===== src/hdl/bgr_pkg.sv =====
// ----------------------------------------------------------------------------
// bgr_pkg
// Shared types, constants and the character map of the glyph renderer.
// ----------------------------------------------------------------------------
package bgr_pkg;

  localparam int DEFAULT_SHEET_WIDTH = 1024;
  localparam int GLYPH_ROWS          = 8;
  localparam int GLYPH_COLS          = 7;
  localparam int STORE_ADDR_W        = 13;
  localparam int STORE_DEPTH         = 1 << STORE_ADDR_W;
  localparam int OFFSET_W            = 10;
  localparam int CELL_W              = 3;
  localparam int DEFAULT_QUEUE_DEPTH = 4;

  localparam logic KIND_LOAD = 1'b0;
  localparam logic KIND_DRAW = 1'b1;

  typedef struct packed {
    logic                    kind;
    logic [STORE_ADDR_W-1:0] addr;
    logic                    ink;
    logic [OFFSET_W-1:0]     offset;
    logic [15:0]             x;
    logic [15:0]             y;
    logic [7:0]              color;
  } cmd_t;

  typedef struct packed {
    logic                hit;
    logic [OFFSET_W-1:0] offset;
  } glyph_map_t;

  typedef enum logic [1:0] {
    ST_IDLE,
    ST_SCAN,
    ST_DRAIN,
    ST_FLUSH
  } back_state_t;

  function automatic glyph_map_t glyph_lookup(input logic [7:0] code);
    glyph_map_t          m;
    logic [4:0]          idx;
    logic [OFFSET_W-1:0] step;
    m.hit    = 1'b1;
    m.offset = '0;
    idx      = '0;
    step     = OFFSET_W'(GLYPH_COLS);
    if (code >= 8'h41 && code <= 8'h5A) begin
      idx      = 5'(code - 8'h41);
      m.offset = OFFSET_W'(idx) * step;
    end else if (code >= 8'h61 && code <= 8'h7A) begin
      idx      = 5'(code - 8'h61);
      m.offset = (OFFSET_W'(idx) + 10'd29) * step;
    end else if (code >= 8'h30 && code <= 8'h39) begin
      idx      = 5'(code - 8'h30);
      m.offset = 10'd406 + OFFSET_W'(idx) * step;
    end else begin
      unique case (code)
        8'h20:        m.offset = 10'd700;
        8'h28:        m.offset = 10'd511;
        8'h29:        m.offset = 10'd518;
        8'h3A, 8'h2E: m.offset = 10'd476;
        8'h2C:        m.offset = 10'd483;
        8'h21:        m.offset = 10'd490;
        8'h3F:        m.offset = 10'd497;
        8'hE5, 8'hC5: m.offset = 10'd385;
        8'hE4, 8'hC4: m.offset = 10'd392;
        8'hF6, 8'hD6: m.offset = 10'd399;
        8'h25:        m.offset = 10'd504;
        8'h7E:        m.offset = 10'd525;
        8'h2F:        m.offset = 10'd532;
        8'h5C:        m.offset = 10'd539;
        8'h2D:        m.offset = 10'd546;
        8'h5F:        m.offset = 10'd553;
        8'h2B:        m.offset = 10'd560;
        8'h3D:        m.offset = 10'd567;
        8'h40:        m.offset = 10'd574;
        8'h23:        m.offset = 10'd581;
        8'h24:        m.offset = 10'd588;
        8'h22:        m.offset = 10'd595;
        8'h27:        m.offset = 10'd602;
        8'h5B:        m.offset = 10'd609;
        8'h5D:        m.offset = 10'd616;
        8'h7B:        m.offset = 10'd623;
        8'h7D:        m.offset = 10'd630;
        8'h26:        m.offset = 10'd637;
        8'h3C:        m.offset = 10'd644;
        8'h3E:        m.offset = 10'd651;
        8'h7C:        m.offset = 10'd658;
        default:      m.hit    = 1'b0;
      endcase
    end
    return m;
  endfunction

endpackage


===== src/hdl/bgr_queue.sv =====
// ----------------------------------------------------------------------------
// bgr_queue
// Short command queue between front and back.
// ----------------------------------------------------------------------------
module bgr_queue #(
  parameter int DEPTH = bgr_pkg::DEFAULT_QUEUE_DEPTH
) (
  input  logic          clk,
  input  logic          rst,
  input  logic          push,
  input  bgr_pkg::cmd_t wdata,
  input  logic          pop,
  output bgr_pkg::cmd_t rdata,
  output logic          full,
  output logic          empty
);

  localparam int PTR_W = (DEPTH > 1) ? $clog2(DEPTH) : 1;
  localparam int CNT_W = $clog2(DEPTH + 1);
  localparam logic [PTR_W-1:0] LAST_PTR = PTR_W'(DEPTH - 1);
  localparam logic [CNT_W-1:0] FULL_CNT = CNT_W'(DEPTH);

  bgr_pkg::cmd_t    slots [DEPTH];
  logic [PTR_W-1:0] head;
  logic [PTR_W-1:0] tail;
  logic [CNT_W-1:0] count;

  assign full  = (count == FULL_CNT);
  assign empty = (count == '0);
  assign rdata = slots[head];

  always_ff @(posedge clk) begin
    if (push) begin
      slots[tail] <= wdata;
    end
  end

  always_ff @(posedge clk) begin
    if (rst) begin
      head  <= '0;
      tail  <= '0;
      count <= '0;
    end else begin
      if (push) begin
        tail <= (tail == LAST_PTR) ? '0 : tail + 1'b1;
      end
      if (pop) begin
        head <= (head == LAST_PTR) ? '0 : head + 1'b1;
      end
      if (push && !pop) begin
        count <= count + 1'b1;
      end else if (pop && !push) begin
        count <= count - 1'b1;
      end
    end
  end

endmodule


===== config.mk =====
export PLATFORM = sky130hd
export DESIGN_NAME = bgr_queue
export DESIGN_NICKNAME = d
export VERILOG_FILES = /design/src/hdl/bgr_pkg.sv /design/src/hdl/bgr_queue.sv
export SDC_FILE = /design/constraint.sdc
export NUM_CORES = 1
export LEC_CHECK = 0
export CORE_UTILIZATION = 48
export DETAILED_ROUTE_END_ITERATION = 12
export DONT_BUFFER_PORTS = 1
export MAX_ROUTING_LAYER = met4
export PLACE_DENSITY = 0.75
export SLEW_MARGIN = 20
export SYNTH_ARGS = -nofsm -noshare
export SYNTH_HDL_FRONTEND = slang
export SYNTH_SLANG_ARGS = --single-unit

===== constraint.sdc =====
create_clock -name clk -period 6 [get_ports clk]
set_input_delay 0 -clock clk [delete_from_list [all_inputs] [get_ports clk]]
set_output_delay 0 -clock clk [all_outputs]
set_load 0.005 [all_outputs]

==> impl_metrics.env, run 1 <==
export IMPL_setup_repair_after_global_routing_missed_its_margin="no"
export IMPL_route_vias_total=4170
export IMPL_post_synth_top_area_cell="edfxtp_1"
export IMPL_routed_wirelength_um=17310
export IMPL_grt_start_max_net_pins=66
export IMPL_nets=545
export IMPL_cts_max_path_buffers=3
export IMPL_finalCriticalPeriod_ps=2597
export IMPL_setup_total_negative_slack_ps=0
export IMPL_ys_warn_count=0
export IMPL_numClockSinks=269
export IMPL_worst_slack_after_detailed_placement_ps=3835
export IMPL_number_of_optimization_iterations_in_the_first_detailed_route_pass=4
export IMPL_clkSlewWorstSetupHoldPaths_ps=60
export IMPL_num_rows=52
export IMPL_layout_filler_cells=1421
export IMPL_avgViaCountPerCell=5.494
export IMPL_syn_instance_count=384
export IMPL_crit_path_top_delay_cell="dfxtp_4"
export IMPL_power_density_nw_per_um2=350.7
export IMPL_synth_seq_cells=269
export IMPL_worst_ir_drop_vdd_v=0.0003164
export IMPL_remaining_overflow_grt=0
export IMPL_core_um2=20170
export IMPL_ctsHtreeMaxLevel=1
export IMPL_netlist_top_cells_count="260 x edfxtp_1, 65 x mux4_2, 9 x dfxtp_1"
export IMPL_dr_first_iter_drc_count=184
export IMPL_cp_arrival_ps=2600
export IMPL_cts_made_buffers=26
export IMPL_i_o_buffers=0
export IMPL_height_of_the_chip_um=145.4
export IMPL_static_leakage_power_nw=3.684
export IMPL_ant_nets=0
export IMPL_first_global_vias=4728
export IMPL_setup_worst_path_class="register to output pin"
export IMPL_dpl_hpwl_um=9690
export IMPL_critical_path_cell_chain="buf_4, mux4_2"
export IMPL_worstSetupEndpointType="output pin"
export IMPL_boundaryPins=136
export IMPL_timing_max_transition_violations_final=0
export IMPL_skew_ps=5.219
export IMPL_start_util_pct=48.92
export IMPL_gp_routability_congestion=0.7478
export IMPL_status="complete, no violations"
export IMPL_post_cts_hold_buffer_count=70
export IMPL_synth_lib_cells_used_distinct=20
export IMPL_antenna_found_initial=1
export IMPL_synth_nets=460
export IMPL_timing_critical_path_slowest_cell_delay_ps=740
export IMPL_yosysSeqAreaShare_pct=80.95
export IMPL_setup_viol=0
export IMPL_drc_errors=0
export IMPL_synth_most_common_cell="edfxtp_1"
export IMPL_slew_limit_headroom_pct=32.41
export IMPL_cts_resized_gates=0
export IMPL_cts_root_buffer="clkbuf_16"
export IMPL_holdCritPathClass="primary input to register"
export IMPL_floorplan_die_area_um2=21130
export IMPL_start_kind="register"
export IMPL_drv_cap=0
export IMPL_flow_area_growth_from_synthesis_pct=18.16
export IMPL_synth_top_area_share_pct=79.13
export IMPL_final_critical_path_share_of_the_clock_period_pct=43.28
export IMPL_ys_flop_type="edfxtp_1"
export IMPL_number_of_enable_flip_flop_cells_after_synthesis=260
export IMPL_fin_util_pct=57.80
export IMPL_grt_pass1_wl_um=27140
export IMPL_clock_tree_from_tritoncts="done"
export IMPL_synth_top_cells_by_area="edfxtp_1 79%, mux4_2 15%, dfxtp_1 1.8%, buf_12 1.0%, ha_1 0.76%"
export IMPL_grt_total_usage_pct=17.41
export IMPL_area_of_the_mapped_netlist_um2=9867
export IMPL_post_cts_setup_buffers=0
export IMPL_synth_async_reset_ratio_pct=0
export IMPL_timing_final_hold_violations=0
export IMPL_post_route_cells_drive_above_1_share_pct=22.95
export IMPL_worst_skew_pair_late_latency_ps=510
export IMPL_required_ps=6000
export IMPL_worst_slew_pin_slew_ps=1014
export IMPL_drt_wirelength_per_cell_um=22.80
export IMPL_placement_cell_area_um2=10080
export IMPL_syn_area_per_cell_um2=25.70
export IMPL_worst_slack_ps=3403
export IMPL_postLayoutCellArea_um2=11660
export IMPL_achievable_frequency_ghz=0.3851
export IMPL_path_delay_family="flip-flops"
export IMPL_timing_critical_path_buf_inv=1
export IMPL_cp_max_fo=37
export IMPL_die_w_um=145.4
==> registers in the layout, indices dropped and copies added, names as in the netlist, named ones only <==
| signal | count |
|---|---|
| count | 3 |
| head | 2 |
| slots | 260 |
| tail | 2 |
==> final cells by class <==
cell class              count  area (um2)  share of cell area [%]
diodes                      1       2.502                 0.02146
clock buffers              31       690.7                   5.924
clock inverters            16       187.7                   1.610
inverters                   5       18.77                  0.1610
multi-input cells          96        1718                   14.73
flip-flops and latches    269        7995                   68.58
well taps                 270       337.8                   2.898
repair buffers             71       708.2                   6.074
==> report_power, final <==
part / internal (mW) / total, mW / switching, mW
registers: 2.14 / 2.19 / 0.0441
logic: 0.127 / 0.250 / 0.123
clock network: 0.994 / 1.65 / 0.657
==> worst paths after layout <==
path | from | endpoint | slack (ps) | cells after the start
hold / removal | push | slots[1][56] | 170 | 1
hold reg to reg | count[2] | count[2] | 540 | 2
setup / recovery | register | rdata[26] | 3400 | 2
setup reg to reg | tail[1] | slots[1][40] | 4160 | 3
==> cell usage in the layout, fill, tap and decap left out <==
cell type,count
mux2i_1,3
diode_2,1
dfxtp_1,7
clkinv_1,3
xor2_1,2
inv_1,5
a21oi_1,3
nor3_1,1
nor3b_1,3
dlygate4sd3_1,70
clkinv_2,5
clkinvlp_4,3
inv_6,1
edfxtp_1,260
mux4_2,65
ha_1,6
nor2_1,6
dfxtp_4,2
or3_1,1
clkbuf_16,27
bufinv_16,4
o21ai_0,1
clkbuf_1,4
and2_4,4
buf_4,1
fa_1,1
==> per-stage QoR <==
step	std cells	hold slack (ps)	total power [mW]
after floorplan	384	69.07	2.382
after global routing	759	178.0	4.217
after global placement	641	71.54	2.412
after detailed placement	641	76.33	2.427
final	759	172.3	4.088
after CTS	758	159.6	4.121
==> routing by layer <==
| metal | up-vias | track usage, % | share of wire (%) | routed length [um] |
|---|---|---|---|---|
| met5 | - | - | 0 | 0 |
| met4 | 0 | 4.895 | 2.0 | 344 |
| met3 | 40 | 4.326 | 6.4 | 1115 |
| met2 | 145 | 29.71 | 53 | 9173 |
| met1 | 2181 | 20.63 | 39 | 6674 |
| li1 | 1804 | - | - | - |
==> cells by family after synthesis <==
group                    Yosys count  share of synthesized area [%]
AO/OA/AOI/OAI                      4                         0.2028
adder cells (fa/ha/maj)            7                         0.9637
XOR/XNOR                           2                         0.1776
AND/OR/NAND/NOR                   15                         0.8242
multiplexers                      68                          15.14
flip-flops                       269                          80.95
buffers and inverters             19                          1.737
Note: power is estimated with default switching activity, not from simulation.
==> run 2, diff against run 1 <==
Clock period 6 ns to 2.5 ns, I/O delays scaled along.
==> impl_metrics.env, run 2 (synthesis gave the netlist of run 1 again) <==
export IMPL_pwr_share_comb_pct=6.7
export IMPL_numClockSinks=269
export IMPL_rrSetupSlack_ps=700
export IMPL_setup_total_negative_slack_ps=0
export IMPL_start_kind="register"
export IMPL_required_ps=2500
export IMPL_dr_first_iter_drc_count=270
export IMPL_avgViaCountPerCell=5.520
export IMPL_slew_limit_headroom_pct=57.00
export IMPL_ctsHtreeMaxLevel=1
export IMPL_min_path_cells=1
export IMPL_die_w_um=145.4
export IMPL_crit_path_top_delay_cell="mux4_2"
export IMPL_dpl_hpwl_um=10800
export IMPL_worst_r2r_endpoint="slots[0][0]"
export IMPL_max_reg_flops=260
export IMPL_worstReg2RegStart="tail[0]"
export IMPL_height_of_the_chip_um=145.4
export IMPL_remaining_overflow_grt=0
export IMPL_timing_max_transition_violations_final=0
export IMPL_post_cts_setup_buffers=0
export IMPL_timing_critical_path_slowest_cell_delay_ps=600
export IMPL_placement_cell_area_um2=10220
export IMPL_final_critical_path_share_of_the_clock_period_pct=78.04
export IMPL_drc_errors=0
export IMPL_setup_viol=0
export IMPL_registers_top_by_ff_count="slots"
export IMPL_worst_hold_path_endpoint="slots[0][57]"
export IMPL_cts_made_buffers=27
export IMPL_timing_critical_path_buf_inv=1
export IMPL_worst_skew_pair_late_latency_ps=510
export IMPL_floorplan_die_area_um2=21130
export IMPL_finalCriticalPeriod_ps=1951
export IMPL_netSwitchingFraction_pct=19.56
export IMPL_power_frac_seq_pct=52.1
export IMPL_worst_slew_pin_slew_ps=645.0
export IMPL_drv_cap=0
export IMPL_nets=556
export IMPL_power_share_clock_pct=41.2
export IMPL_clkSlewWorstSetupHoldPaths_ps=60
export IMPL_core_um2=20170
export IMPL_most_common_layout_cells="260 x edfxtp_1, 69 x dlygate4sd3_1, 65 x mux4_2"
export IMPL_setup_worst_path_class="register to output pin"
export IMPL_num_rows=52
export IMPL_worst_ir_drop_vdd_v=0.0004386
export IMPL_i_o_buffers=0
export IMPL_worstHoldStart="push"
export IMPL_layout_top_registers="slots (260), count (3)"
export IMPL_setup_repair_after_global_routing_missed_its_margin="no"
export IMPL_gp_routability_congestion=0.7157
export IMPL_path_delay_family="multiplexers"
export IMPL_worstSetupEndpointType="output pin"
export IMPL_ant_nets=0
export IMPL_boundaryPins=136
export IMPL_antenna_found_initial=3
export IMPL_number_of_optimization_iterations_in_the_first_detailed_route_pass=4
export IMPL_status="complete, no violations"
export IMPL_internal_power_mw=8.055
export IMPL_critical_path_cell_chain="buf_12, mux4_2"
export IMPL_post_route_cells_drive_above_1_share_pct=24.30
export IMPL_grt_total_usage_pct=18.22
export IMPL_grt_start_max_net_pins=39
export IMPL_start_util_pct=48.92
export IMPL_achievable_frequency_ghz=0.5125
export IMPL_cts_root_buffer="clkbuf_16"
export IMPL_skew_ps=3.750
export IMPL_power_density_nw_per_um2=845.8
export IMPL_static_leakage_power_nw=3.780
export IMPL_routed_wirelength_um=18040
export IMPL_cp_max_fo=32
export IMPL_flow_area_growth_from_synthesis_pct=19.99
export IMPL_grt_pass1_wl_um=27960
export IMPL_cts_max_path_buffers=3
export IMPL_postLayoutCellArea_um2=11840
export IMPL_route_vias_total=4256
export IMPL_first_global_vias=4709
export IMPL_switching_power_mw=1.958
export IMPL_r2r_worst_path_cells=4
export IMPL_final_common_cell="edfxtp_1"
export IMPL_drt_wirelength_per_cell_um=23.40
export IMPL_holdCritPathClass="primary input to register"
export IMPL_clock_tree_from_tritoncts="done"
export IMPL_cp_arrival_ps=1950
export IMPL_layout_filler_cells=1425
export IMPL_timing_final_hold_violations=0
## run 2: final cells by class
cell class	count	area, um2	area share [%]
Clock inverter	15	224.0	1.892
Sequential cell	269	7995	67.53
Clock buffer	32	694.4	5.866
Timing Repair Buffer	81	843.3	7.123
Inverter	5	18.77	0.1585
Multi-Input combinational cell	96	1718	14.51
Antenna cell	3	7.507	0.06341
Tap cell	270	337.8	2.854
## run 2: worst max-delay path by stage
stage                  start  cells past startpoint            to
global route        register                      2     rdata[46]
finish              register                      2     rdata[15]
floorplan            tail[0]                      2   slots[1][0]
detailed placement   tail[0]                      4  slots[0][16]
global placement     tail[0]                      4  slots[0][21]
CTS                 register                      2     rdata[46]
## run 2: routing by layer
| layer | up-vias | global-route usage (%) | wire [um] |
|---|---|---|---|
| met5 | - | - | 0 |
| met4 | 0 | 4.632 | 358 |
| met3 | 30 | 5.799 | 1546 |
| met2 | 157 | 29.25 | 8930 |
| met1 | 2231 | 22.64 | 7204 |
| li1 | 1838 | - | - |
## run 2: power groups by stage
stage	combinational [mW]	sequential [mW]	clock (mW)
2_1_floorplan	0.439	5.27	0
3_3_place_gp	0.530	5.30	0
3_5_place_dp	0.548	5.32	0
4_1_cts	0.687	5.22	4.21
5_1_grt	0.724	5.24	4.38
6_report	0.670	5.22	4.12
## run 2: worst reg2reg max path: stages (launching register included)
cell and delay [ps]:
dfxtp_1 350, inv_1 100, ha_1 160, and2_4 560
buf_4 330
## run 2: per-stage QoR
stage	cells	hold WS (ps)	setup slack, ps	power [mW]	utilization, %
3_5_place_dp	652	77.92	723.5	5.865	50.68
6_report	771	44.11	548.9	10.01	58.70
4_1_cts	768	46.57	481.0	10.12	58.66
3_3_place_gp	652	71.89	798.0	5.832	50.68
5_1_grt	771	49.94	424.6	10.34	58.70
2_1_floorplan	384	69.07	16.63	5.712	-
## run 2: timing repair
| item | 4_1_cts | 5_1_grt |
|---|---|---|
| hold buffers | 69 | 0 |
| setup endpoints to repair | 0 | 0 |
| endpoints found under the hold margin | 291 | 0 |
| resized for setup | 0 | 0 |
