[src/hdl/bgr_pkg.sv]
// ----------------------------------------------------------------------------
// bgr_pkg
// Shared types, constants and the character map of the glyph renderer.
// ----------------------------------------------------------------------------
package bgr_pkg;

  localparam int DEFAULT_SHEET_WIDTH = 1024;
  localparam int GLYPH_ROWS          = 8;
  localparam int GLYPH_COLS          = 7;
  localparam int STORE_ADDR_W        = 13;
  localparam int STORE_DEPTH         = 1 << STORE_ADDR_W;
  localparam int OFFSET_W            = 10;
  localparam int CELL_W              = 3;
  localparam int DEFAULT_QUEUE_DEPTH = 4;

  localparam logic KIND_LOAD = 1'b0;
  localparam logic KIND_DRAW = 1'b1;

  typedef struct packed {
    logic                    kind;
    logic [STORE_ADDR_W-1:0] addr;
    logic                    ink;
    logic [OFFSET_W-1:0]     offset;
    logic [15:0]             x;
    logic [15:0]             y;
    logic [7:0]              color;
  } cmd_t;

  typedef struct packed {
    logic                hit;
    logic [OFFSET_W-1:0] offset;
  } glyph_map_t;

  typedef enum logic [1:0] {
    ST_IDLE,
    ST_SCAN,
    ST_DRAIN,
    ST_FLUSH
  } back_state_t;

  function automatic glyph_map_t glyph_lookup(input logic [7:0] code);
    glyph_map_t          m;
    logic [4:0]          idx;
    logic [OFFSET_W-1:0] step;
    m.hit    = 1'b1;
    m.offset = '0;
    idx      = '0;
    step     = OFFSET_W'(GLYPH_COLS);
    if (code >= 8'h41 && code <= 8'h5A) begin
      idx      = 5'(code - 8'h41);
      m.offset = OFFSET_W'(idx) * step;
    end else if (code >= 8'h61 && code <= 8'h7A) begin
      idx      = 5'(code - 8'h61);
      m.offset = (OFFSET_W'(idx) + 10'd29) * step;
    end else if (code >= 8'h30 && code <= 8'h39) begin
      idx      = 5'(code - 8'h30);
      m.offset = 10'd406 + OFFSET_W'(idx) * step;
    end else begin
      unique case (code)
        8'h20:        m.offset = 10'd700;
        8'h28:        m.offset = 10'd511;
        8'h29:        m.offset = 10'd518;
        8'h3A, 8'h2E: m.offset = 10'd476;
        8'h2C:        m.offset = 10'd483;
        8'h21:        m.offset = 10'd490;
        8'h3F:        m.offset = 10'd497;
        8'hE5, 8'hC5: m.offset = 10'd385;
        8'hE4, 8'hC4: m.offset = 10'd392;
        8'hF6, 8'hD6: m.offset = 10'd399;
        8'h25:        m.offset = 10'd504;
        8'h7E:        m.offset = 10'd525;
        8'h2F:        m.offset = 10'd532;
        8'h5C:        m.offset = 10'd539;
        8'h2D:        m.offset = 10'd546;
        8'h5F:        m.offset = 10'd553;
        8'h2B:        m.offset = 10'd560;
        8'h3D:        m.offset = 10'd567;
        8'h40:        m.offset = 10'd574;
        8'h23:        m.offset = 10'd581;
        8'h24:        m.offset = 10'd588;
        8'h22:        m.offset = 10'd595;
        8'h27:        m.offset = 10'd602;
        8'h5B:        m.offset = 10'd609;
        8'h5D:        m.offset = 10'd616;
        8'h7B:        m.offset = 10'd623;
        8'h7D:        m.offset = 10'd630;
        8'h26:        m.offset = 10'd637;
        8'h3C:        m.offset = 10'd644;
        8'h3E:        m.offset = 10'd651;
        8'h7C:        m.offset = 10'd658;
        default:      m.hit    = 1'b0;
      endcase
    end
    return m;
  endfunction

endpackage

[src/hdl/bgr_front.sv]
// ----------------------------------------------------------------------------
// bgr_front
// Accepts items, maps character codes and builds commands for the queue.
// ----------------------------------------------------------------------------
module bgr_front (
  input  logic                          in_valid,
  output logic                          in_stall,
  input  logic                          kind,
  input  logic [bgr_pkg::STORE_ADDR_W-1:0] sheet_address,
  input  logic [7:0]                    sheet_byte,
  input  logic [7:0]                    char_code,
  input  logic signed [15:0]            origin_x,
  input  logic signed [15:0]            origin_y,
  input  logic [7:0]                    ink_color,
  input  logic                          q_full,
  output logic                          push,
  output bgr_pkg::cmd_t                 cmd
);

  bgr_pkg::glyph_map_t gmap;

  always_comb begin
    gmap       = bgr_pkg::glyph_lookup(char_code);
    cmd.kind   = kind;
    cmd.addr   = sheet_address;
    cmd.ink    = (sheet_byte == 8'd0);
    cmd.offset = gmap.offset;
    cmd.x      = origin_x;
    cmd.y      = origin_y;
    cmd.color  = ink_color;
  end

  // drop draw items with an unmapped code
  assign in_stall = q_full;
  assign push     = in_valid && !q_full && (kind == bgr_pkg::KIND_LOAD || gmap.hit);

endmodule

[config.mk]
export PLATFORM = sky130hd
export DESIGN_NAME = bgr_front
export DESIGN_NICKNAME = d
export VERILOG_FILES = /design/src/hdl/bgr_pkg.sv /design/src/hdl/bgr_front.sv
export SDC_FILE = /design/constraint.sdc
export NUM_CORES = 1
export LEC_CHECK = 0
export BUFFER_PORTS_ARGS = -buffer_cell sky130_fd_sc_hd__buf_2
export CORE_UTILIZATION = 35
export DETAILED_ROUTE_END_ITERATION = 10
export GPL_ROUTABILITY_DRIVEN = 0
export PLACE_DENSITY = 0.73
export SETUP_SLACK_MARGIN = 0.02
export SLEW_MARGIN = 20
export SYNTH_ARGS = -nofsm -noshare
export SYNTH_HDL_FRONTEND = slang
export SYNTH_SLANG_ARGS = --single-unit
[constraint.sdc]
create_clock -name vclk -period 8.19
set_input_delay 0.819 -clock vclk [all_inputs]
set_output_delay 0.819 -clock vclk [all_outputs]
set_load 0.01 [all_outputs]
==> results of run 1 <==
[power by group]
group | total (uW) | leakage (uW) | internal, uW | switching (uW)
clock | 0 | 0 | 0 | 0
sequential | 0 | 0 | 0 | 0
combinational | 223 | 0.00115 | 94.3 | 129
total | 223 | 0.00115 | 94.3 | 129
[path summary, 6_finish.rpt]
| kind | start | endpoint | slack, ns | cells past startpoint |
|---|---|---|---|---|
| setup / recovery | char_code[0] | cmd[47] | 2.89 | 19 |
| hold / removal | ink_color[0] | cmd[0] | 1.64 | 0 |
[layout by cell type, fill, tap and decap left out, types with 8 or more instances in the layout]
master	Yosys	layout
ha_1	40	40
nand2_1	35	35
buf_2	7	33
inv_1	27	27
a21oi_1	21	21
nor2_1	21	21
o21ai_0	19	19
xnor2_1	13	13
nand3_1	8	8
fa_1	8	8
[stage by stage]
step | setup WS, ns | cells | area [um^2] | total power [uW]
6_report | 2.89 | 445 | 2580 | 223
5_1_grt | 2.46 | 445 | 2580 | 249
4_1_cts | 2.91 | 445 | 2580 | 221
3_5_place_dp | 2.92 | 445 | 2580 | 220
3_3_place_gp | 3.03 | 445 | 2580 | 215
2_1_floorplan | 3.46 | 382 | 2770 | 193
[cell usage after synthesis (3+ instances only)]
master / instances / share of area [%]
buf_2: 7 / 1.3
a21oi_1: 21 / 3.8
a211o_1: 3 / 0.95
nand2b_1: 4 / 0.90
nand3b_1: 3 / 0.81
o221ai_1: 3 / 0.95
a211oi_1: 5 / 1.4
xor2_1: 5 / 1.6
nor2_1: 21 / 2.8
o21ai_1: 3 / 0.54
nor3_1: 7 / 1.3
ha_1: 40 / 18
nor2b_1: 3 / 0.68
a21o_1: 6 / 1.6
nand4_1: 5 / 1.1
nand2_1: 35 / 4.7
o22ai_1: 6 / 1.4
clkbuf_1: 10 / 1.4
xnor2_1: 13 / 4.1
inv_1: 27 / 3.7
a31oi_1: 7 / 1.6
fa_1: 8 / 5.8
o21ai_0: 19 / 3.4
nand3_1: 8 / 1.4
buf_4: 56 / 15
[critical path: stages]
cell      delay, ns
buf_2          0.26
inv_1          0.18
ha_1           0.32
xor2_1         0.42
inv_1          0.14
ha_1           0.20
o21ai_0        0.19
and4_1         0.29
nor2_2         0.08
xnor2_2        0.16
ha_1           0.19
inv_1          0.05
o31ai_1        0.06
ha_1           0.34
nand2_1        0.06
o21ai_0        0.20
xor2_1         0.20
o221ai_1       0.14
buf_2          0.17
[per-layer routing]
layer / GRT usage, % / routed length (um)
met4: 5.42 / 216
met3: 2.01 / 808
met2: 29.4 / 3370
met5: 0 / 0
met1: 25.2 / 3220
[cells by family after synthesis]
| group | after synthesis | share of synthesized area [%] |
|---|---|---|
| adder cells (fa/ha/maj) | 48 | 23.8 |
| AND/OR/NAND/NOR | 108 | 20.8 |
| AO/OA/AOI/OAI | 101 | 25.7 |
| XOR/XNOR | 20 | 6.86 |
| multiplexers | 3 | 1.13 |
| buffers and inverters | 102 | 21.7 |
[final cells by class]
cell class,instances,area (um^2)
fillers,824,5110
multi-input cells,280,2170
repair buffers,34,173
well taps,102,128
inverters,29,109
==> impl_metrics.py, run 1 <==
metrics = {
    "route": {
        "vias": 2663,
        "wl_per_cell_um": 17.1,
        "routed_wl_mm": 7.61,
        "drtAntennaViolNets": 0,
        "drtIter0Drc": 419,
        "first_pass_iters": 7,
        "drc": 0,
        "routed_via_density": 5.98,
    },
    "sta": {
        "slew_headroom_pct": 54.5,
        "final.setup.tns_ns": 0,
        "drv_slew": 0,
        "timing.fmax_mhz": 189,
        "whs_ns": 1.64,
        "period_share_pct": 64.8,
        "rsz0062_at_grt": "no",
        "worst_pin_slew_ns": 0.680,
        "setup_violations": 0,
        "period_needed_ns": 5.30,
        "hold_violations": 0,
    },
    "place": {
        "dp_hpwl_mm": 5.93,
        "portBuffers": 33,
    },
    "floorplan": {
        "die-area_um2": 8280,
        "die_w_um": 91.0,
        "start_util_pct": 36.1,
        "ios": 139,
        "core_area_um2": 7690,
        "die_h_um": 91.0,
        "row_count": 32,
    },
    "final_layout": {
        "drive_above_1_share_pct": 16.0,
        "nNetsFinal": 465,
        "ff_latch_area_um2": 0,
        "clock_buffers": 0,
        "syn2layout_area_growth_pct": -6.95,
        "fin_util_pct": 33.6,
        "insertedDiodeCount": 0,
        "nFlopsAndLatches": 0,
    },
    "global_route": {
        "grt_pass1_wl_mm": 12.6,
        "overflow": 0,
        "grt_max_degree": 23,
        "grt_pass1_vias": 2556,
        "grt.total_usage_pct": 18.1,
        "antenna_found_initial": 0,
    },
    "clock_network": {
        "post_cts_resize_count": 0,
        "cts_setup_buffers": 0,
        "cts_hold_buffers": 0,
    },
    "pwr": {
        "pwr_density_cell_nw_per_um2": 86.4,
        "leakagePower_uw": 0.00115,
        "ir_worst_vdd_uv": 40.1,
    },
    "setup_path": {
        "path_max_fanout": 11,
        "worstPathRequired_ns": 7.37,
        "worstPathArrival_ns": 4.48,
        "cp-start-kind": "input port",
        "path_class": "in2out",
        "worstSetupEndpointType": "output port",
    },
    "logic_synthesis": {
        "postSynthNetCount": 502,
        "synth_cell_type_count": 67,
        "netlist_area_um2": 2770,
        "avgSynthCellArea_um2": 7.26,
        "netlist_instances": 382,
        "ys_seq_area_share_pct": 0,
        "ys_warn_count": 0,
    },
    "job": {
        "drv_cap": 0,
    },
    "run_status": {
        "status": "completed",
    },
    "worst_hold_path": {
        "hold_class": "in2out",
    },
}
(Power assumes the default switching activity.)
==> run 2, diff against run 1 <==
--- a/config.mk
+++ b/config.mk
@@ -5,11 +5,12 @@
 export SDC_FILE = /design/constraint.sdc
 export NUM_CORES = 1
 export LEC_CHECK = 0
+export ABC_AREA = 1
 export BUFFER_PORTS_ARGS = -buffer_cell sky130_fd_sc_hd__buf_2
 export CORE_UTILIZATION = 35
 export DETAILED_ROUTE_END_ITERATION = 10
 export GPL_ROUTABILITY_DRIVEN = 0
-export PLACE_DENSITY = 0.73
+export PLACE_DENSITY = 0.72
 export SETUP_SLACK_MARGIN = 0.02
 export SLEW_MARGIN = 20
 export SYNTH_ARGS = -nofsm -noshare
==> constraint.sdc (replaced) <==
create_clock -name vclk -period 5.1
set_input_delay 0.51 -clock vclk [all_inputs]
set_output_delay 0.51 -clock vclk [all_outputs]
set_load 0.01 [all_outputs]
==> run 2 against run 1 <==
  * Sequential share of layout area did not move
  * First-iteration DRC count fell by 36%
  * Worst setup slack got worse by 2.4 ns
  * Hold slack got worse by 0.62 ns
  * Die area rose by 4.6%
  * Non-clock buffer count fell by 1
  * Area after synthesis rose by 4.7%
  * Count of clock-buffer cells in the layout did not move
  * Critical endpoint is now cmd[46]
  * Largest power group unchanged
==> impl_metrics.py, run 2 <==
metrics = {
    "run_status": {
        "status": "completed",
    },
    "final_layout": {
        "ff_latch_area_um2": 0,
        "final_cell_mix": "155 x nand2_1, 63 x inv_1, 46 x nor2_1, 40 x ha_1, 36 x nand3_1",
        "nNetsFinal": 602,
        "n_fill_cell": 892,
        "syn2layout_area_growth_pct": -5.86,
        "drive_above_1_share_pct": 10.4,
        "clock_buffers": 0,
        "mostFrequentLayoutCell": "nand2_1",
        "nFlopsAndLatches": 0,
        "insertedDiodeCount": 0,
    },
    "route": {
        "drtIter0Drc": 270,
        "routed_via_density": 5.18,
        "first_pass_iters": 7,
        "drtAntennaViolNets": 0,
        "routed_wl_mm": 7.58,
        "vias": 3012,
        "drc": 0,
        "wl_per_cell_um": 13.0,
    },
    "floorplan": {
        "start_util_pct": 36.8,
        "die-area_um2": 8670,
        "row_count": 32,
        "die_h_um": 93.1,
        "ios": 139,
        "die_w_um": 93.1,
        "core_area_um2": 7890,
    },
    "worst_hold_path": {
        "hp-start": "origin_x[0]",
        "hold_depth": 0,
        "min_to": "cmd[24]",
        "hold_class": "in2out",
    },
    "setup_path": {
        "crit_top_cell": "nand2_1",
        "worstPathRequired_ns": 4.59,
        "path_class": "in2out",
        "cp_top_family": "adder cells",
        "worstSetupEndpointType": "output port",
        "cp_slowest_stage_delay_ns": 0.35,
        "cp-start-kind": "input port",
        "critical_path_buf_inv_count": 5,
        "worstPathArrival_ns": 4.15,
        "worst_path_max_delay_cell": "ha_1",
        "path_max_fanout": 10,
        "cp.depth": 25,
    },
    "logic_synthesis": {
        "netlist_area_um2": 2900,
        "synthMostInstantiatedCell": "nand2_1",
        "ys_warn_count": 0,
        "postSynthNetCount": 630,
        "synth_top_cell_by_area": "nand2_1",
        "ys_top_cells_by_area": "nand2_1 20%, ha_1 17%, buf_4 15%",
        "avgSynthCellArea_um2": 5.69,
        "ys_seq_area_share_pct": 0,
        "synth_xor_area_share_pct": 4.22,
        "synth_simple_gate_area_share_pct": 39.0,
        "synth-compound-area-share_pct": 9.44,
        "synth_top_family_by_area": "simple AND/OR/NAND/NOR gates",
        "synth_common_cells": "155 x nand2_1, 63 x inv_1, 57 x buf_4",
        "yosysTopAreaCellShare_pct": 20.0,
        "muxShareOfSynthArea_pct": 0,
        "synth_cell_type_count": 32,
        "netlist_instances": 510,
        "synthAdderAreaFrac_pct": 22.7,
    },
    "sta": {
        "period_needed_ns": 4.66,
        "whs_ns": 1.02,
        "setup_ws_ns": 0.444,
        "period_share_pct": 91.3,
        "timing.fmax_mhz": 215,
        "worst_pin_slew_ns": 0.624,
        "drv_slew": 0,
        "hold_violations": 0,
        "slew_headroom_pct": 58.1,
        "rsz0062_at_grt": "no",
        "final.setup.tns_ns": 0,
        "setup_violations": 0,
    },
    "global_route": {
        "overflow": 0,
        "grt_max_degree": 18,
        "grt_pass1_wl_mm": 12.8,
        "grt.total_usage_pct": 18.0,
        "antenna_found_initial": 0,
        "grt_pass1_vias": 2837,
    },
    "place": {
        "portBuffers": 33,
        "dp_hpwl_mm": 6.37,
        "dp_slack_ns": 0.421,
    },
    "clock_network": {
        "cts_setup_buffers": 0,
        "cts_hold_buffers": 0,
        "post_cts_resize_count": 0,
    },
    "job": {
        "drv_cap": 0,
    },
    "pwr": {
        "pwr_density_cell_nw_per_um2": 126,
        "leakagePower_uw": 0.00176,
        "ir_worst_vdd_uv": 60.2,
    },
}
-- run 2: where the power goes --
group	switching, uW	leakage (uW)	internal (uW)
logic	213	0.00176	133
registers	0	0	0
clock network	0	0	0
-- run 2: cells by family after synthesis --
| family | count (synthesis) |
|---|---|
| simple gates | 267 |
| compound gates | 51 |
| buf+inv | 130 |
| xor+xnor | 14 |
| fa+ha+maj | 48 |
-- run 2: worst max path at each step --
stage                      start      end  slack [ns]
floorplan           char_code[2]  cmd[46]        1.01
detailed placement  char_code[2]  cmd[46]        0.42
finish              char_code[2]  cmd[46]        0.44
global placement    char_code[2]  cmd[46]        0.60
global route        char_code[2]  cmd[46]        0.11
CTS                 char_code[2]  cmd[46]        0.42
-- run 2: stage by stage --
| step | util (%) | cells | cell area [um^2] | power, uW |
|---|---|---|---|---|
| 2_1_floorplan | - | 510 | 2900 | 291 |
| 3_3_place_gp | 34.7 | 582 | 2730 | 333 |
| 3_5_place_dp | 34.7 | 582 | 2730 | 343 |
| 4_1_cts | 34.7 | 582 | 2730 | 345 |
| 5_1_grt | 34.7 | 582 | 2730 | 395 |
| 6_report | 34.7 | 582 | 2730 | 346 |
-- run 2: routing by layer --
metal	wire, um	vias to the layer above	GRT usage (%)
li1	-	1481	-
met1	3040	1359	21.7
met2	3790	152	33.6
met3	607	20	2.11
met4	153	0	4.49
met5	0	-	0
-- run 2: layout make-up --
type / instances / area [um^2] / share of cell area (%)
Multi-Input combinational cell: 380 / 2190 / 80.1
Inverter: 67 / 251 / 9.20
Timing Repair Buffer: 33 / 165 / 6.04
Tap cell: 102 / 128 / 4.67
==> run 3, diff against run 2 <==
--- a/config.mk
+++ b/config.mk
@@ -5,12 +5,12 @@
 export SDC_FILE = /design/constraint.sdc
 export NUM_CORES = 1
 export LEC_CHECK = 0
-export ABC_AREA = 1
 export BUFFER_PORTS_ARGS = -buffer_cell sky130_fd_sc_hd__buf_2
+export CORE_MARGIN = 3
 export CORE_UTILIZATION = 35
 export DETAILED_ROUTE_END_ITERATION = 10
 export GPL_ROUTABILITY_DRIVEN = 0
-export PLACE_DENSITY = 0.72
+export PLACE_DENSITY = 0.73
 export SETUP_SLACK_MARGIN = 0.02
 export SLEW_MARGIN = 20
 export SYNTH_ARGS = -nofsm -noshare
==> run 3 against run 2 <==
  * Hold slack is the same
  * Fmax grew 0.62%
  * Total power grew 5.8%
  * Via count shrank 12%
==> impl_metrics.py, run 3 (synthesis gave the netlist of run 1 again) <==
metrics = {
    "route": {
        "first_pass_iters": 5,
        "drc": 0,
        "routed_wl_mm": 7.55,
        "vias": 2655,
        "drtIter0Drc": 310,
        "wl_met1_mm": 3.34,
        "drtAntennaViolNets": 0,
        "highest_layer": "met4",
        "wl_per_cell_um": 17.0,
        "routed_via_density": 5.99,
        "wl_met3_um": 671,
        "met2_length_mm": 3.30,
    },
    "setup_path": {
        "cp-start-kind": "input port",
        "worstSetupEndpointType": "output port",
        "path_max_fanout": 12,
        "worstPathRequired_ns": 4.59,
        "worstPathArrival_ns": 4.12,
        "path_class": "in2out",
    },
    "global_route": {
        "grt_max_degree": 23,
        "grt_pass1_wl_mm": 12.4,
        "grt.total_usage_pct": 16.7,
        "antenna_found_initial": 0,
        "grt_pass1_vias": 2501,
        "overflow": 0,
    },
    "final_layout": {
        "postLayoutCellArea_um2": 2590,
        "nFlopsAndLatches": 0,
        "insertedDiodeCount": 0,
        "clock_buffers": 0,
        "drive_above_1_share_pct": 16.9,
        "nNetsFinal": 466,
        "mostFrequentLayoutCell": "ha_1",
        "ff_latch_area_um2": 0,
        "n_fill_cell": 802,
        "final_cell_mix": "40 x ha_1, 35 x nand2_1, 33 x buf_2, 26 x inv_1",
        "syn2layout_area_growth_pct": -6.45,
    },
    "sta": {
        "period_needed_ns": 4.63,
        "drv_slew": 0,
        "setup_ws_ns": 0.473,
        "timing.fmax_mhz": 216,
        "worst_pin_slew_ns": 0.672,
        "period_share_pct": 90.7,
        "rsz0062_at_grt": "no",
        "slew_headroom_pct": 55.2,
        "setup_violations": 0,
        "final.setup.tns_ns": 0,
        "hold_violations": 0,
    },
    "floorplan": {
        "die_w_um": 95.0,
        "row_count": 31,
        "core_area_um2": 7490,
        "die_h_um": 95.0,
        "die-area_um2": 9030,
        "start_util_pct": 37.0,
        "ios": 139,
    },
    "run_status": {
        "status": "completed",
    },
    "place": {
        "dpl-instance-area_um2": 2580,
        "portBuffers": 33,
        "dp_hpwl_mm": 5.97,
        "dp_slack_ns": 0.361,
    },
    "pwr": {
        "p_int_uw": 153,
        "combPwrFrac_pct": 100.0,
        "p_sw_uw": 213,
        "p_clk_share_pct": 0,
        "pwr-share-seq_pct": 0,
        "ir_worst_vdd_uv": 108,
        "pwr_density_cell_nw_per_um2": 141,
        "leakagePower_uw": 0.00115,
        "sw_frac_of_total_pct": 58.2,
    },
    "job": {
        "drv_cap": 0,
    },
    "clock_network": {
        "cts_hold_buffers": 0,
    },
    "worst_hold_path": {
        "hold_class": "in2out",
    },
}
[run 3: area by class of cell]
cell class	count	area [um^2]	share of cell area, %
inverter	29	113	4.34
multi-input combinational	280	2180	83.9
tap	99	124	4.78
timing repair buffer	35	180	6.95
[run 3: what timing repair did]
item | 4_1_cts | 5_1_grt
endpoints found under the setup margin | 0 | 1
resized for setup | 0 | 1
buffers inserted | 0 | 1
[run 3: path summary, 6_finish.rpt]
| path | from | to | slack (ns) | cells after the start |
|---|---|---|---|---|
| min | origin_y[4] | cmd[12] | 1.02 | 0 |
| max | char_code[1] | cmd[48] | 0.47 | 18 |
[run 3: stage by stage]
step / utilization (%) / hold slack (ns) / cells / total power, uW
2_1_floorplan: - / 1.11 / 382 / 310
3_3_place_gp: 34.4 / 1.02 / 442 / 346
3_5_place_dp: 34.4 / 1.02 / 442 / 358
4_1_cts: 34.4 / 1.02 / 442 / 362
5_1_grt: 34.6 / 1.02 / 443 / 406
6_report: 34.6 / 1.02 / 443 / 366
[run 3: metal layers]
layer / vias to the layer above / GRT usage, %
met5: - / 0
met3: 38 / 1.59
met4: 0 / 5.41
met2: 177 / 26.1
li1: 1231 / -
met1: 1209 / 24.1
[run 3: worst max-delay path, cell delays in order]
cell and delay (ns):
buf_2 0.25, inv_1 0.16, ha_1 0.28, xor2_1 0.41, inv_1 0.12, ha_1 0.19
o21ai_0 0.20, a31oi_1 0.17, nor2_2 0.25, xnor2_2 0.16, xnor2_1 0.09, ha_1 0.35
nor2b_1 0.14, o21ai_0 0.14, nand2b_1 0.12, a211oi_1 0.30, o21ai_0 0.13, buf_2 0.15
[run 3: power groups by stage]
stage | sequential (uW) | combinational, uW | clock, uW
finish | 0 | 366 | 0
global route | 0 | 406 | 0
CTS | 0 | 362 | 0
detailed placement | 0 | 358 | 0
global placement | 0 | 346 | 0
floorplan | 0 | 310 | 0
